File: src/rtl/owsh_pkg.sv
// Shared constants, types and the table generator step for the one-way string hash.
package owsh_pkg;

	localparam int NUM_HASH_TYPES = 5;
	localparam int SLICE_WORDS    = 256;
	localparam int TABLE_WORDS    = NUM_HASH_TYPES * SLICE_WORDS;
	localparam int TBL_AW         = $clog2(TABLE_WORDS);
	localparam int SLICE_W        = (NUM_HASH_TYPES > 1) ? $clog2(NUM_HASH_TYPES) : 1;

	localparam logic [21:0] LCG_SEED = 22'h100001;
	localparam logic [21:0] LCG_MOD  = 22'h2AAAAB;

	localparam logic [31:0] SEED_A_INIT = 32'h7FED7FED;
	localparam logic [31:0] SEED_B_INIT = 32'hEEEEEEEE;

	typedef struct packed {
		logic              valid;
		logic              no_char;
		logic              last;
		logic              oob;
		logic [7:0]        char_byte;
	} s1_t;

	typedef struct packed {
		logic              en;
		logic [TBL_AW-1:0] addr;
		logic [31:0]       data;
	} tbl_wr_t;

	// (s*125+3) mod 0x2AAAAB. Since 3*0x2AAAAB = 2^23+1, floor(3x/2^23) is the
	// quotient or one above it; one add-back fixes the remainder.
	function automatic logic [21:0] lcg_next(input logic [21:0] s);
		logic [28:0] x;
		logic [30:0] x3;
		logic [7:0]  q;
		logic [29:0] prod;
		logic [29:0] r;
		x    = 29'(s) * 29'd125 + 29'd3;
		x3   = 31'(x) * 31'd3;
		q    = x3[30:23];
		prod = 30'(q) * 30'(LCG_MOD);
		r    = 30'(x) - prod;
		if (r[29]) begin
			r = r + 30'(LCG_MOD);
		end
		return r[21:0];
	endfunction

endpackage

File: src/rtl/owsh_seed_update.sv
// Running seed pair: folds one table word and byte into the seeds per character item.
module owsh_seed_update (
	input  logic          clk,
	input  logic          arst_n,
	input  owsh_pkg::s1_t step,
	input  logic          adv,
	input  logic [31:0]   tbl_word,
	output logic [31:0]   res_val
);

	logic [31:0] seed_a_q;
	logic [31:0] seed_b_q;
	logic [31:0] word;
	logic [31:0] a_n;
	logic [31:0] b_n;

	// slices beyond the table read as zero
	assign word = step.oob ? 32'h0 : tbl_word;
	assign a_n  = word ^ (seed_a_q + seed_b_q);
	assign b_n  = 32'(step.char_byte) + a_n + seed_b_q + (seed_b_q << 5) + 32'd3;

	assign res_val = step.no_char ? seed_a_q : a_n;

	always_ff @(posedge clk or negedge arst_n) begin
		if (!arst_n) begin
			seed_a_q <= owsh_pkg::SEED_A_INIT;
			seed_b_q <= owsh_pkg::SEED_B_INIT;
		end else if (adv && step.valid) begin
			if (step.last) begin
				// restart for the next string
				seed_a_q <= owsh_pkg::SEED_A_INIT;
				seed_b_q <= owsh_pkg::SEED_B_INIT;
			end else if (!step.no_char) begin
				seed_a_q <= a_n;
				seed_b_q <= b_n;
			end
		end
	end

endmodule

File: config.mk
export PLATFORM = sky130hd
export DESIGN_NAME = owsh_seed_update
export DESIGN_NICKNAME = d
export VERILOG_FILES = /design/src/rtl/owsh_pkg.sv /design/src/rtl/owsh_seed_update.sv
export SDC_FILE = /design/constraint.sdc
export NUM_CORES = 1
export LEC_CHECK = 0
export ABC_CLOCK_PERIOD_IN_PS = 8100
export BUFFER_PORTS_ARGS = -buffer_cell sky130_fd_sc_hd__buf_2
export CAP_MARGIN = 25
export CELL_PAD_IN_SITES_DETAIL_PLACEMENT = 1
export CELL_PAD_IN_SITES_GLOBAL_PLACEMENT = 2
export CORE_MARGIN = 3
export CORE_UTILIZATION = 41
export CTS_BUF_LIST = sky130_fd_sc_hd__clkbuf_4
export CTS_CLUSTER_DIAMETER = 80
export DETAILED_ROUTE_END_ITERATION = 8
export GPL_ROUTABILITY_DRIVEN = 0
export PLACE_DENSITY = 0.95
export REMOVE_ABC_BUFFERS = 1
export SKIP_LAST_GASP = 1
export SYNTH_ARGS = -nofsm -noshare
export SYNTH_HDL_FRONTEND = slang
export SYNTH_SLANG_ARGS = --single-unit
File: constraint.sdc
create_clock -name clk -period 8.1 [get_ports clk]
set_clock_uncertainty 0.15 [all_clocks]
set_input_delay 1.62 -clock clk [delete_from_list [all_inputs] [get_ports clk]]
set_output_delay 1.62 -clock clk [all_outputs]
set_load 0.05 [all_outputs]
==> reports/qor.yml <==
timing.final.max_slew_violations: 0
route.detailed.drc: 0
placement_rows: 49
async_reset_ff_frac: 1.00
grt_usage: 0.241
critical_path_class: "reg -> reg"
worst-endpoint-required_ps: 8340
areaGrowthSynthToFinish_pct: 9.73
maxCapViolations: 0
cp.arrival_ps: 6460
cts.sink_count: 64
drt_first_pass_iters: 5
synth.lib_cells_used.distinct: 69
synth_top_area_cell: "dfstp_2"
period_minus_slack_ps: 6220
clock_latency_ps: 450
timing.critical_path.fanout_max: 6
route.final.wire_length_mm: 24.0
wl_cell_um: 20.1
finalHoldViolations: 0
initial_core_util: 0.424
yosys_reg_bits: 64
fraction_of_layout_cells_with_a_size_suffix_above_1: 0.173
maxSlewHeadroom: 0.316
die_w_um: 143
yosys_warnings: 0
setup_viol_count_final: 0
antenna_found_initial: 1
grt_start_max_net_pins: 65
cts_htree_levels: 3
clockRootBuffer: "clkbuf_4"
cts_resizes: 0
die_area_mm2: 0.0205
hp-class: "reg -> reg"
netlist_top_cells_area: "dfstp_2, ha_1, fa_1"
drt-vias-per-instance: 5.69
regArea_mm2: 0.00166
end_kind: "flip-flop"
fillers: 2236
buffer_ports.inserted: 78
maximum_clock_insertion_buffer_count: 2
core-area_mm2: 0.0182
detailed_place_hpwl_mm: 18.9
fin_tns_setup_ps: 0
global_route_wire_length_before_repair_mm: 38.5
antenna_left: 0
fmaxAchievable_ghz: 0.161
grt.overflow.total: 0
summed_instance_area_of_the_synthesized_netlist_mm2: 0.00771
yosysSeqAreaShare: 0.216
synthFlopType: "dfstp_2"
min_period_over_period: 0.767
setup.worst_path.start: "seed_b_q[2]"
path_clk_slew_ps: 130
worst_setup_path_start_kind: "flip-flop"
syn_inst: 890
hold_buffers: 0
yosys.area.top_type_share: 0.170
reg2reg_from: "seed_b_q[2]"
grt_pass1_vias: 7090
multi_input_area_mm2: 0.00553
synth_enable_flop_cells: 0
result_of_the_run: "finished, final reports clean"
setup_repair_after_global_routing_missed_its_margin: "no"
holdCritStartpoint: "seed_a_q[23]"
floorplan.die.height_um: 143
tritoncts.num_buffers: 9
routed-via-count: 6779
io_pins: 79
drtIter0Drc: 342
transition_time_at_the_pin_with_the_least_slew_margin_ps: 1020
cts_tree: "done"
post_cts_setup_buffer_count: 0
syn-mean-instance-area_um2: 8.67
design.final.nets: 1129
cells by family (layout without fill, tap and decap cells):
group / count (synthesis) / in the layout / share of synthesized area
simple gates: 210 / 210 / 0.139
mux: 15 / 15 / 0.0211
other cells: 0 / 1 / 0
buf+inv: 141 / 213 / 0.0688
fa+ha+maj: 125 / 125 / 0.237
flops: 64 / 64 / 0.216
xor+xnor: 88 / 88 / 0.0999
compound gates: 247 / 247 / 0.219
final timing paths:
path,end,slack (ps),cells after the start
setup / recovery,seed_b_q[29],1880,21
hold / removal,seed_a_q[23],380,2
setup reg to reg,seed_b_q[29],1880,21
hold reg to reg,seed_a_q[23],380,2
max in group asynchronous,seed_b_q[12],5990,2
min in group asynchronous,seed_a_q[20],1220,2
metal layers:
metal,vias up,track usage,part of all wire
li1,3282,-,-
met1,3339,0.352,0.49
met2,129,0.382,0.45
met3,29,0.0191,0.036
met4,0,0.0705,0.018
met5,-,0,0
worst max-delay path: stages (launching register included):
cell	delay (ps)
dfstp_2	620
ha_1	290
nor2b_1	150
o21ai_0	150
nand2b_1	140
a21oi_1	570
a211oi_1	200
o41ai_1	600
xnor2_1	270
fa_1	540
inv_1	50
ha_1	270
ha_1	360
a21oi_1	200
o22ai_1	120
o2111ai_1	210
nand2_1	80
a31oi_1	440
o21ai_0	200
a41oi_1	280
xor2_1	90
a21oi_1	180
registers in the layout, summed over array words and instances, names as in the netlist:
register,count
seed_b_q,32
seed_a_q,32
per-stage QoR:
stage	area, um^2	cells	hold WS [ps]	util	worst slack [ps]
floorplan	7620	864	340	-	2780
global placement	8320	1174	357	0.457	1860
detailed placement	8320	1174	362	0.457	1700
CTS	8450	1190	384	0.464	1940
global route	8470	1192	415	0.465	1440
finish	8470	1192	385	0.465	1880
cell usage after synthesis, types with 5 or more instances:
cell and count:
inv_1 115, nand4_1 6, clkbuf_1 25, and3_1 11, fa_1 35, o21ai_0 34, a21o_1 27, o22a_1 14
a22oi_1 16, o21a_1 8, dfstp_2 50, mux2_2 6, o21bai_1 10, o22ai_1 11, nand3_1 11, ha_1 90
a221oi_1 10, nor3_1 23, nand2b_1 19, a21oi_1 63, mux2i_1 8, nor2_1 50, xnor2_1 71, nor2b_1 28
dfrtp_1 14, nand2_1 39, nor4_1 5, or3_1 6, xor2_1 17
placed cells by master (no fill, tap or decap), types with 6 or more instances in the layout:
cell / count
mux2i_1: 8
or3_1: 6
a22oi_1: 16
a21oi_1: 63
buf_2: 78
nor2_1: 48
dfstp_2: 50
clkbuf_4: 11
fa_1: 35
inv_1: 114
o21ai_0: 34
ha_1: 90
xnor2_1: 71
xor2_1: 17
nor3_1: 23
nand2b_1: 19
mux2_2: 6
dfrtp_1: 14
o21bai_1: 10
a221oi_1: 10
and3_1: 11
o22ai_1: 11
a21o_1: 27
nand3_1: 11
nor2b_1: 28
nand4_1: 6
o22a_1: 14
nand2_1: 39
o21a_1: 8
cell type report:
class,instances,share of cell area
multi-input cells,685,0.653
clock buffers,11,0.00975
flip-flops and latches,64,0.197
inverters,115,0.0510
well taps,229,0.0338
repair buffers,82,0.0501
clock inverters,5,0.00576
diodes,1,0.000296
Power is left out: the tool's default activity adds up to more than one toggle a clock period on the data nets, which glitch-free logic cannot reach.
