<file path="config.mk">
export PLATFORM = sky130hd
export DESIGN_NAME = owsh_table_gen
export DESIGN_NICKNAME = d
export VERILOG_FILES = /design/src/rtl/owsh_pkg.sv /design/src/rtl/owsh_table_gen.sv
export SDC_FILE = /design/constraint.sdc
export NUM_CORES = 1
export LEC_CHECK = 0
export ABC_AREA = 1
export BUFFER_PORTS_ARGS = -buffer_cell sky130_fd_sc_hd__clkbuf_2
export CAP_MARGIN = 20
export CORE_UTILIZATION = 53
export DETAILED_ROUTE_END_ITERATION = 6
export PLACE_DENSITY = 0.7
export SLEW_MARGIN = 0
export SYNTH_ARGS = -nofsm -noshare
export SYNTH_HDL_FRONTEND = slang
export SYNTH_SLANG_ARGS = --single-unit
</file>
<file path="constraint.sdc">
create_clock -name clk -period 14.85 [get_ports clk]
set_input_delay 2.97 -clock clk [delete_from_list [all_inputs] [get_ports clk]]
set_output_delay 2.97 -clock clk [all_outputs]
set_load 0.02 [all_outputs]
</file>
<file path="src/rtl/owsh_pkg.sv">
// Shared constants, types and the table generator step for the one-way string hash.
package owsh_pkg;

	localparam int NUM_HASH_TYPES = 5;
	localparam int SLICE_WORDS    = 256;
	localparam int TABLE_WORDS    = NUM_HASH_TYPES * SLICE_WORDS;
	localparam int TBL_AW         = $clog2(TABLE_WORDS);
	localparam int SLICE_W        = (NUM_HASH_TYPES > 1) ? $clog2(NUM_HASH_TYPES) : 1;

	localparam logic [21:0] LCG_SEED = 22'h100001;
	localparam logic [21:0] LCG_MOD  = 22'h2AAAAB;

	localparam logic [31:0] SEED_A_INIT = 32'h7FED7FED;
	localparam logic [31:0] SEED_B_INIT = 32'hEEEEEEEE;

	typedef struct packed {
		logic              valid;
		logic              no_char;
		logic              last;
		logic              oob;
		logic [7:0]        char_byte;
	} s1_t;

	typedef struct packed {
		logic              en;
		logic [TBL_AW-1:0] addr;
		logic [31:0]       data;
	} tbl_wr_t;

	// (s*125+3) mod 0x2AAAAB. Since 3*0x2AAAAB = 2^23+1, floor(3x/2^23) is the
	// quotient or one above it; one add-back fixes the remainder.
	function automatic logic [21:0] lcg_next(input logic [21:0] s);
		logic [28:0] x;
		logic [30:0] x3;
		logic [7:0]  q;
		logic [29:0] prod;
		logic [29:0] r;
		x    = 29'(s) * 29'd125 + 29'd3;
		x3   = 31'(x) * 31'd3;
		q    = x3[30:23];
		prod = 30'(q) * 30'(LCG_MOD);
		r    = 30'(x) - prod;
		if (r[29]) begin
			r = r + 30'(LCG_MOD);
		end
		return r[21:0];
	endfunction

endpackage

</file>
<file path="src/rtl/owsh_table_gen.sv">
// Builds the crypt table after reset from the linear congruential sequence.
module owsh_table_gen (
	input  logic              clk,
	input  logic              arst_n,
	output owsh_pkg::tbl_wr_t wr,
	output logic              done
);

	logic [21:0]                  seed_q;
	logic                         phase_q;
	logic [15:0]                  hi_q;
	logic [7:0]                   col_q;
	logic [owsh_pkg::SLICE_W-1:0] slice_q;
	logic                         done_q;
	logic [21:0]                  seed_n;
	logic                         slice_wrap;

	assign seed_n     = owsh_pkg::lcg_next(seed_q);
	assign slice_wrap = (slice_q == owsh_pkg::SLICE_W'(owsh_pkg::NUM_HASH_TYPES - 1));

	always_ff @(posedge clk or negedge arst_n) begin
		if (!arst_n) begin
			seed_q  <= owsh_pkg::LCG_SEED;
			phase_q <= 1'b0;
			hi_q    <= '0;
			col_q   <= '0;
			slice_q <= '0;
			done_q  <= 1'b0;
		end else if (!done_q) begin
			seed_q  <= seed_n;
			phase_q <= ~phase_q;
			if (!phase_q) begin
				hi_q <= seed_n[15:0];
			end else begin
				// word written this cycle; step slice first, then column
				if (slice_wrap) begin
					slice_q <= '0;
					col_q   <= col_q + 8'd1;
					if (col_q == 8'hFF) begin
						done_q <= 1'b1;
					end
				end else begin
					slice_q <= slice_q + owsh_pkg::SLICE_W'(1);
				end
			end
		end
	end

	always_comb begin
		wr.en   = !done_q && phase_q;
		wr.addr = owsh_pkg::TBL_AW'(int'(slice_q) * owsh_pkg::SLICE_WORDS + int'(col_q));
		wr.data = {hi_q, seed_n[15:0]};
	end

	assign done = done_q;

endmodule

</file>
==> run_results.csv, run 1 <==
group,metric,value,unit
drt,drt_wl_total,33.3,mm
clocking,cts_buffer_depth,2,
setup_path,path_common_cell,"nand2_1",
placed_design,place_ws,0.0517,ns
synth,ys_async_sr_fraction,100,%
clocking,cts_tree,"done",
synth,synth_edf_count,0,
setup_path,cp-start-kind,"flip-flop",
synth,synth_top_cell_by_area,"fa_1",
drt,postRouteAntennaNets,0,
clocking,cts_made_buffers,5,
setup_path,crit_type,"flip-flop to primary output",
grt,grt_usage,28.0,%
synth,syn_nets,2086,
clocking,clock_latency,0.30,ns
drt,drt_pass1_iterations,5,
power_and_ir_drop,vdd_drop_max,0.0696,mV
clocking,clock-root-buffer,"clkbuf_16",
floorplanning,num_rows,56,
setup_path,crit_slowest_cell,"fa_1",
placed_design,port_buffers,46,
floorplanning,io_pins,47,
sta,finalSetupViolations,0,
grt,grt_max_degree,52,
layout,finalNonFillerCells,2148,
layout,synthToLayoutAreaGrowth,7.81,%
sta,hold_viol_final,0,
setup_path,cp.required,11.88,ns
synth,post-synth-top-area-fraction,21.6,%
sta,min_period,14.21,ns
layout,fill_cells,2244,
drt,drc_errors,0,
floorplanning,initial_core_util,54.2,%
grt,gr-total-overflow,0,
drt,vias_per_cell,5.15,
floorplanning,fp.dieArea,24600,um^2
sta,fin_crit_sh,95.7,%
synth,synth.avg_cell_area,7.18,um^2
drt,wl_per_cell,15.5,um
setup_path,critPathArrivalTime,11.24,ns
drt,vias,11100,
worst_hold_path,hp-class,"flip-flop to flip-flop",
setup_path,critPathCaptureType,"primary output",
setup_path,cpPeakStageDelay,0.57,ns
power_and_ir_drop,total_power,0.264,mW
sta,max_freq,0.0704,GHz
floorplanning,core_area,23500,um^2
grt,grt_pass1_wl,53.8,mm
layout,nets,2143,
setup_path,cp_max_fo,20,
drt,drtIter0Drc,552,
synth,synth_cell_types,50,
clocking,clk_pin_slew,0.09,ns
sta,slew_headroom,41.1,%
synth,synthesis.instances,1771,
sta,worst_pin_slew,0.884,ns
sta,fin_skew,0.0161,ns
power_and_ir_drop,power.leakage,7.83,nW
placed_design,dp.cells,2120,
clocking,cts_max_level,2,
grt,antenna_found_initial,0,
floorplanning,dieWidth,157,um
sta,setup_slack,0.639,ns
floorplanning,die_h,157,um
synth,yosys_warnings,0,
synth,yosysSeqAreaShare,10.1,%
layout,drive_gt1_share,9.35,%
synth,syn_area,12700,um^2
sta,drv_slew,0,
placed_design,dp_hpwl,28.7,mm
sta,tns,0,ns
synth,synth_top_flop_cell,"dfrtp_1",
power_and_ir_drop,pwr_density_cell,19.3,nW/um^2
grt,grt_pass1_vias,10800,
clocking,cts.sinks,51,
synth,yosys-top-cells-area,"fa_1 (22%), ha_1 (17%), nand2_1 (13%)",
synth,synth_seq_cells,51,
run,drv_cap,0,
layout,n_antenna_cell,0,
clocking,ctsHoldBuffers,0,
placed_design,routabilityCongestion,0.952,
run_status,run_status,"finished clean",
[layout make-up]
| class | count | area [um^2] | share of cell area (%) |
|---|---|---|---|
| Inverter | 410 | 1550 | 11.3 |
| Multi-Input combinational cell | 1283 | 9830 | 71.7 |
| Sequential cell | 51 | 1280 | 9.33 |
| Clock inverter | 3 | 33.8 | 0.246 |
| Clock buffer | 5 | 125 | 0.912 |
| Timing Repair Buffer | 77 | 492 | 3.59 |
| Tap cell | 319 | 399 | 2.91 |
[stage by stage]
stage          hold slack, ns  utilization, %  area, um^2
2_1_floorplan           0.470               -       12700
3_3_place_gp            0.466            56.4       13200
3_5_place_dp            0.466            56.4       13200
4_1_cts                 0.495            57.3       13400
5_1_grt                 0.511            58.4       13700
6_report                0.494            58.4       13700
[placed cells by master (no fill, tap or decap), types with 10 or more instances in the layout]
cell / n
a21o_1: 10
a21oi_1: 69
and2_1: 19
buf_4: 28
clkbuf_2: 46
dfrtp_1: 48
fa_1: 136
ha_1: 174
inv_1: 400
nand2_1: 424
nand2_2: 26
nand3_1: 109
nand4_1: 29
nor2_1: 92
nor3_1: 12
o21ai_0: 33
xnor2_1: 12
xor2_1: 45
[worst max-delay path: cells and delay by family (launching register included)]
family	cells	cell delay [ns]
buffers and inverters	13	1.46
and+or+nand+nor	16	1.86
DFF	1	0.43
adders and majority gates	11	4.90
xor gates and xnor gates	2	0.42
AOI/OAI and AO/OA	9	1.84
[state kept, by name (all words and copies together), names as in the netlist]
signal / cells
col_q: 8
done: 1
hi_q: 16
phase_q: 1
seed_q: 22
slice_q: 3
[path summary, 6_finish.rpt]
check / endpoint / slack (ns) / start / depth (start not counted)
max: wr[13] / 0.64 / seed_q[5] / 51
min: hi_q[1] / 0.49 / hi_q[1] / 2
max reg2reg: seed_q[21] / 3.69 / seed_q[5] / 46
min reg2reg: hi_q[1] / 0.49 / hi_q[1] / 2
max in group asynchronous: seed_q[1] / 11.56 / arst_n / 2
min in group asynchronous: slice_q[2] / 2.76 / arst_n / 2
[layer usage]
| layer | vias to the layer above | part of all wire [%] | global-route usage, % |
|---|---|---|---|
| met5 | - | 0 | 0 |
| met1 | 5196 | 46 | 37.8 |
| met2 | 227 | 47 | 47.8 |
| met3 | 52 | 3.8 | 2.73 |
| met4 | 0 | 2.7 | 7.28 |
| li1 | 5597 | - | - |
[logic make-up (layout without fill, tap and decap cells)]
family,count (synthesis),after routing,share of synthesized area [%]
flip-flops,51,51,10.1
AO/OA/AOI/OAI,158,158,7.21
buffers and inverters,439,495,13.7
adder cells (fa/ha/maj),313,313,38.9
XOR/XNOR,64,64,4.61
AND/OR/NAND/NOR,746,748,25.6
[repair_timing]
item                       in CTS  in global routing
pin swaps                       0                  6
gates resized for setup         5                 26
gates cloned                    0                  2
setup endpoints to repair      16                 16
buffers inserted                2                 16
[synthesized netlist by cell type (3+ instances only)]
cell type  instances
clkbuf_1           5
xnor2_1           15
nor3_1            14
inv_1            403
and2_1            19
a21boi_0           4
inv_2              6
a21o_1            10
nor4_1             3
nand2_2           26
and3_1             4
o21bai_1           9
nor2_1            95
a31oi_1            6
nand3_2            7
a211oi_1           6
o21ai_1            3
dfrtp_1           49
or2_2              3
buf_6              3
nand3_1          111
o21ai_0           35
xor2_1            47
a21oi_1           72
nand4_1           29
ha_1             176
nor2_2             6
nand2_1          424
fa_1             137
buf_4             18
[power by group]
group	internal (mW)	leakage [nW]	switching (mW)	total [mW]
registers	0.139	0.596	0	0.139
clock network	0.0652	0.0776	0.0570	0.122
logic	0.000264	7.16	0.00271	0.00298
total	0.204	7.83	0.0597	0.264
Note: power is estimated with default switching activity, not from simulation.
==> run 2, diff against run 1 <==
- RECOVER_POWER: default -> 100
==> run 2 against run 1 <==
  * The flow now finishes with violations (capacitance limit, slew limit)
  * Sequential power barely moved
  * Highest routed layer unchanged
  * Largest cell class unchanged
  * Routed wire length is 0.10% lower
  * Clock-buffer cell count unchanged
  * Global-route usage unchanged
  * Total power barely moved
==> run_results.csv, run 2 (synthesis results as in run 1) <==
group,metric,value,unit
run_status,run_status,"complete, but fails checks",
run_status,violations,"capacitance limit, slew limit",
setup_path,cp_max_fo,5,
power_and_ir_drop,total_power,0.264,mW
grt,antenna_found_initial,0,
layout,largest_reg_flops,22,
layout,largest-register,"seed_q",
clocking,ctsHoldBuffers,0,
setup_path,crit_slowest_cell,"fa_2",
layout,final_common_cell,"nand2_1",
clocking,cts_max_level,2,
floorplanning,num_rows,56,
layout,layout_common_cells,"nand2_1 (424), inv_1 (401), ha_1 (174), fa_1 (136), nand3_1 (109)",
placed_design,routabilityCongestion,0.952,
sta,finalSetupViolations,0,
power_and_ir_drop,p_switching,0.0598,mW
setup_path,path_common_cell,"inv_1",
sta,min_period,14.23,ns
setup_path,cp-start-kind,"flip-flop",
clocking,cts_buffer_depth,2,
layout,n_antenna_cell,0,
setup_path,crit_buf_inv,10,
power_and_ir_drop,pwr_density_cell,19.3,nW/um^2
grt,grt_max_degree,52,
power_and_ir_drop,power.leakage,7.74,nW
clocking,clock_latency,0.30,ns
setup_path,r2r_cells,48,
setup_path,cpPeakStageDelay,0.62,ns
power_and_ir_drop,p_int,0.204,mW
placed_design,dp.cells,2120,
power_and_ir_drop,pwr-share-clk,46.4,%
placed_design,dp_hpwl,28.7,mm
drt,postRouteAntennaNets,0,
sta,worst_pin_slew,2.78,ns
clocking,clk_pin_slew,0.09,ns
grt,grt_pass1_wl,53.8,mm
sta,fin_crit_sh,95.8,%
grt,gr-total-overflow,0,
run,drv_cap,1,
drt,drt_pass1_iterations,7,
power_and_ir_drop,vdd_drop_max,0.0695,mV
drt,vias,11100,
sta,slew_headroom,-85.2,%
drt,drt_wl_total,33.2,mm
grt,grt_usage,28.0,%
layout,nets,2143,
worst_hold_path,holdPathStages,2,
floorplanning,initial_core_util,54.2,%
layout,synthToLayoutAreaGrowth,7.47,%
setup_path,cpLargestDelayFamily,"adder cells",
power_and_ir_drop,pwr-share-comb,1.1,%
floorplanning,dieWidth,157,um
layout,largest_registers,"seed_q x22, hi_q x16, col_q x8",
setup_path,crit_type,"flip-flop to primary output",
setup_path,cp.depth,42,
floorplanning,core_area,23500,um^2
sta,max_freq,0.0703,GHz
clocking,cts_tree,"done",
sta,fin_skew,0.0151,ns
drt,vias_per_cell,5.15,
power_and_ir_drop,seqPwrFrac,52.6,%
placed_design,place_ws,0.0517,ns
placed_design,port_buffers,46,
drt,wl_per_cell,15.5,um
setup_path,critPathArrivalTime,11.26,ns
sta,drv_slew,52,
layout,drive_gt1_share,7.60,%
drt,drtIter0Drc,633,
sta,hold_viol_final,0,
setup_path,critPathCaptureType,"primary output",
worst_hold_path,hp-class,"flip-flop to flip-flop",
clocking,cts.sinks,51,
setup_path,cp.required,11.88,ns
floorplanning,io_pins,47,
sta,tns,0,ns
sta,setup_slack,0.621,ns
drt,drc_errors,0,
layout,post-route-util,58.2,%
clocking,cts_made_buffers,5,
grt,grt_pass1_vias,10800,
clocking,clock-root-buffer,"clkbuf_16",
layout,finalNonFillerCells,2148,
floorplanning,die_h,157,um
floorplanning,fp.dieArea,24600,um^2
power_and_ir_drop,p_sw_share,22.7,%
## run 2: cell types whose count changed in the layout (fill, tap and decap cells not counted), sizes merged
cell and delta:
buf -1, clkbuf +1
## run 2: routing by layer
| layer | track usage [%] | wire [um] | vias to the layer above |
|---|---|---|---|
| met3 | 2.73 | 1150 | 46 |
| met2 | 47.8 | 15800 | 199 |
| met5 | 0 | 0 | - |
| met4 | 7.28 | 807 | 0 |
| met1 | 37.8 | 15400 | 5210 |
| li1 | - | - | 5599 |
## run 2: worst reg2reg max path: cells and delay by family (launching register included)
kind,cells,cell delay [ns]
DFF,1,0.47
adders and majority gates,11,5.05
xor gates and xnor gates,3,0.66
and+or+nand+nor,13,1.32
buffers and inverters,9,0.93
AOI/OAI and AO/OA,12,2.81
## run 2: timing repair
| action | 4_1_cts | 5_1_grt |
|---|---|---|
| resized for setup | 5 | 26 |
| setup buffers | 2 | 16 |
| gates cloned | 0 | 2 |
| setup endpoints to repair | 16 | 16 |
| pin swaps | 0 | 6 |
## run 2: worst paths after layout
path	start	end	slack (ns)
min in group asynchronous	arst_n	slice_q[2]	3.63
setup reg to reg	seed_q[4]	seed_q[18]	3.54
max in group asynchronous	arst_n	seed_q[1]	9.41
setup / recovery	seed_q[4]	wr[14]	0.62
hold / removal	hi_q[1]	hi_q[1]	0.49
hold reg to reg	hi_q[1]	hi_q[1]	0.49
## run 2: area by class of cell
cell class	count	area, um^2
flip-flops and latches	51	1280
inverters	410	1550
well taps	319	399
clock buffers	5	125
fillers	2253	9800
multi-input cells	1283	9830
repair buffers	77	452
clock inverters	3	33.8
## run 2: per-stage QoR
stage | area [um^2] | hold slack, ns
after global routing | 13700 | 0.509
after detailed placement | 13200 | 0.466
after CTS | 13400 | 0.495
final | 13700 | 0.491
after floorplan | 12700 | 0.470
after global placement | 13200 | 0.466
## run 2: power by group through the flow
stage	sequential (mW)	combinational [mW]	clock (mW)
CTS	0.139	0.00314	0.125
finish	0.139	0.00281	0.122
detailed placement	0.142	0.00316	0
floorplan	0.142	0.00000692	0
global placement	0.142	0.00314	0
global route	0.139	0.00335	0.130
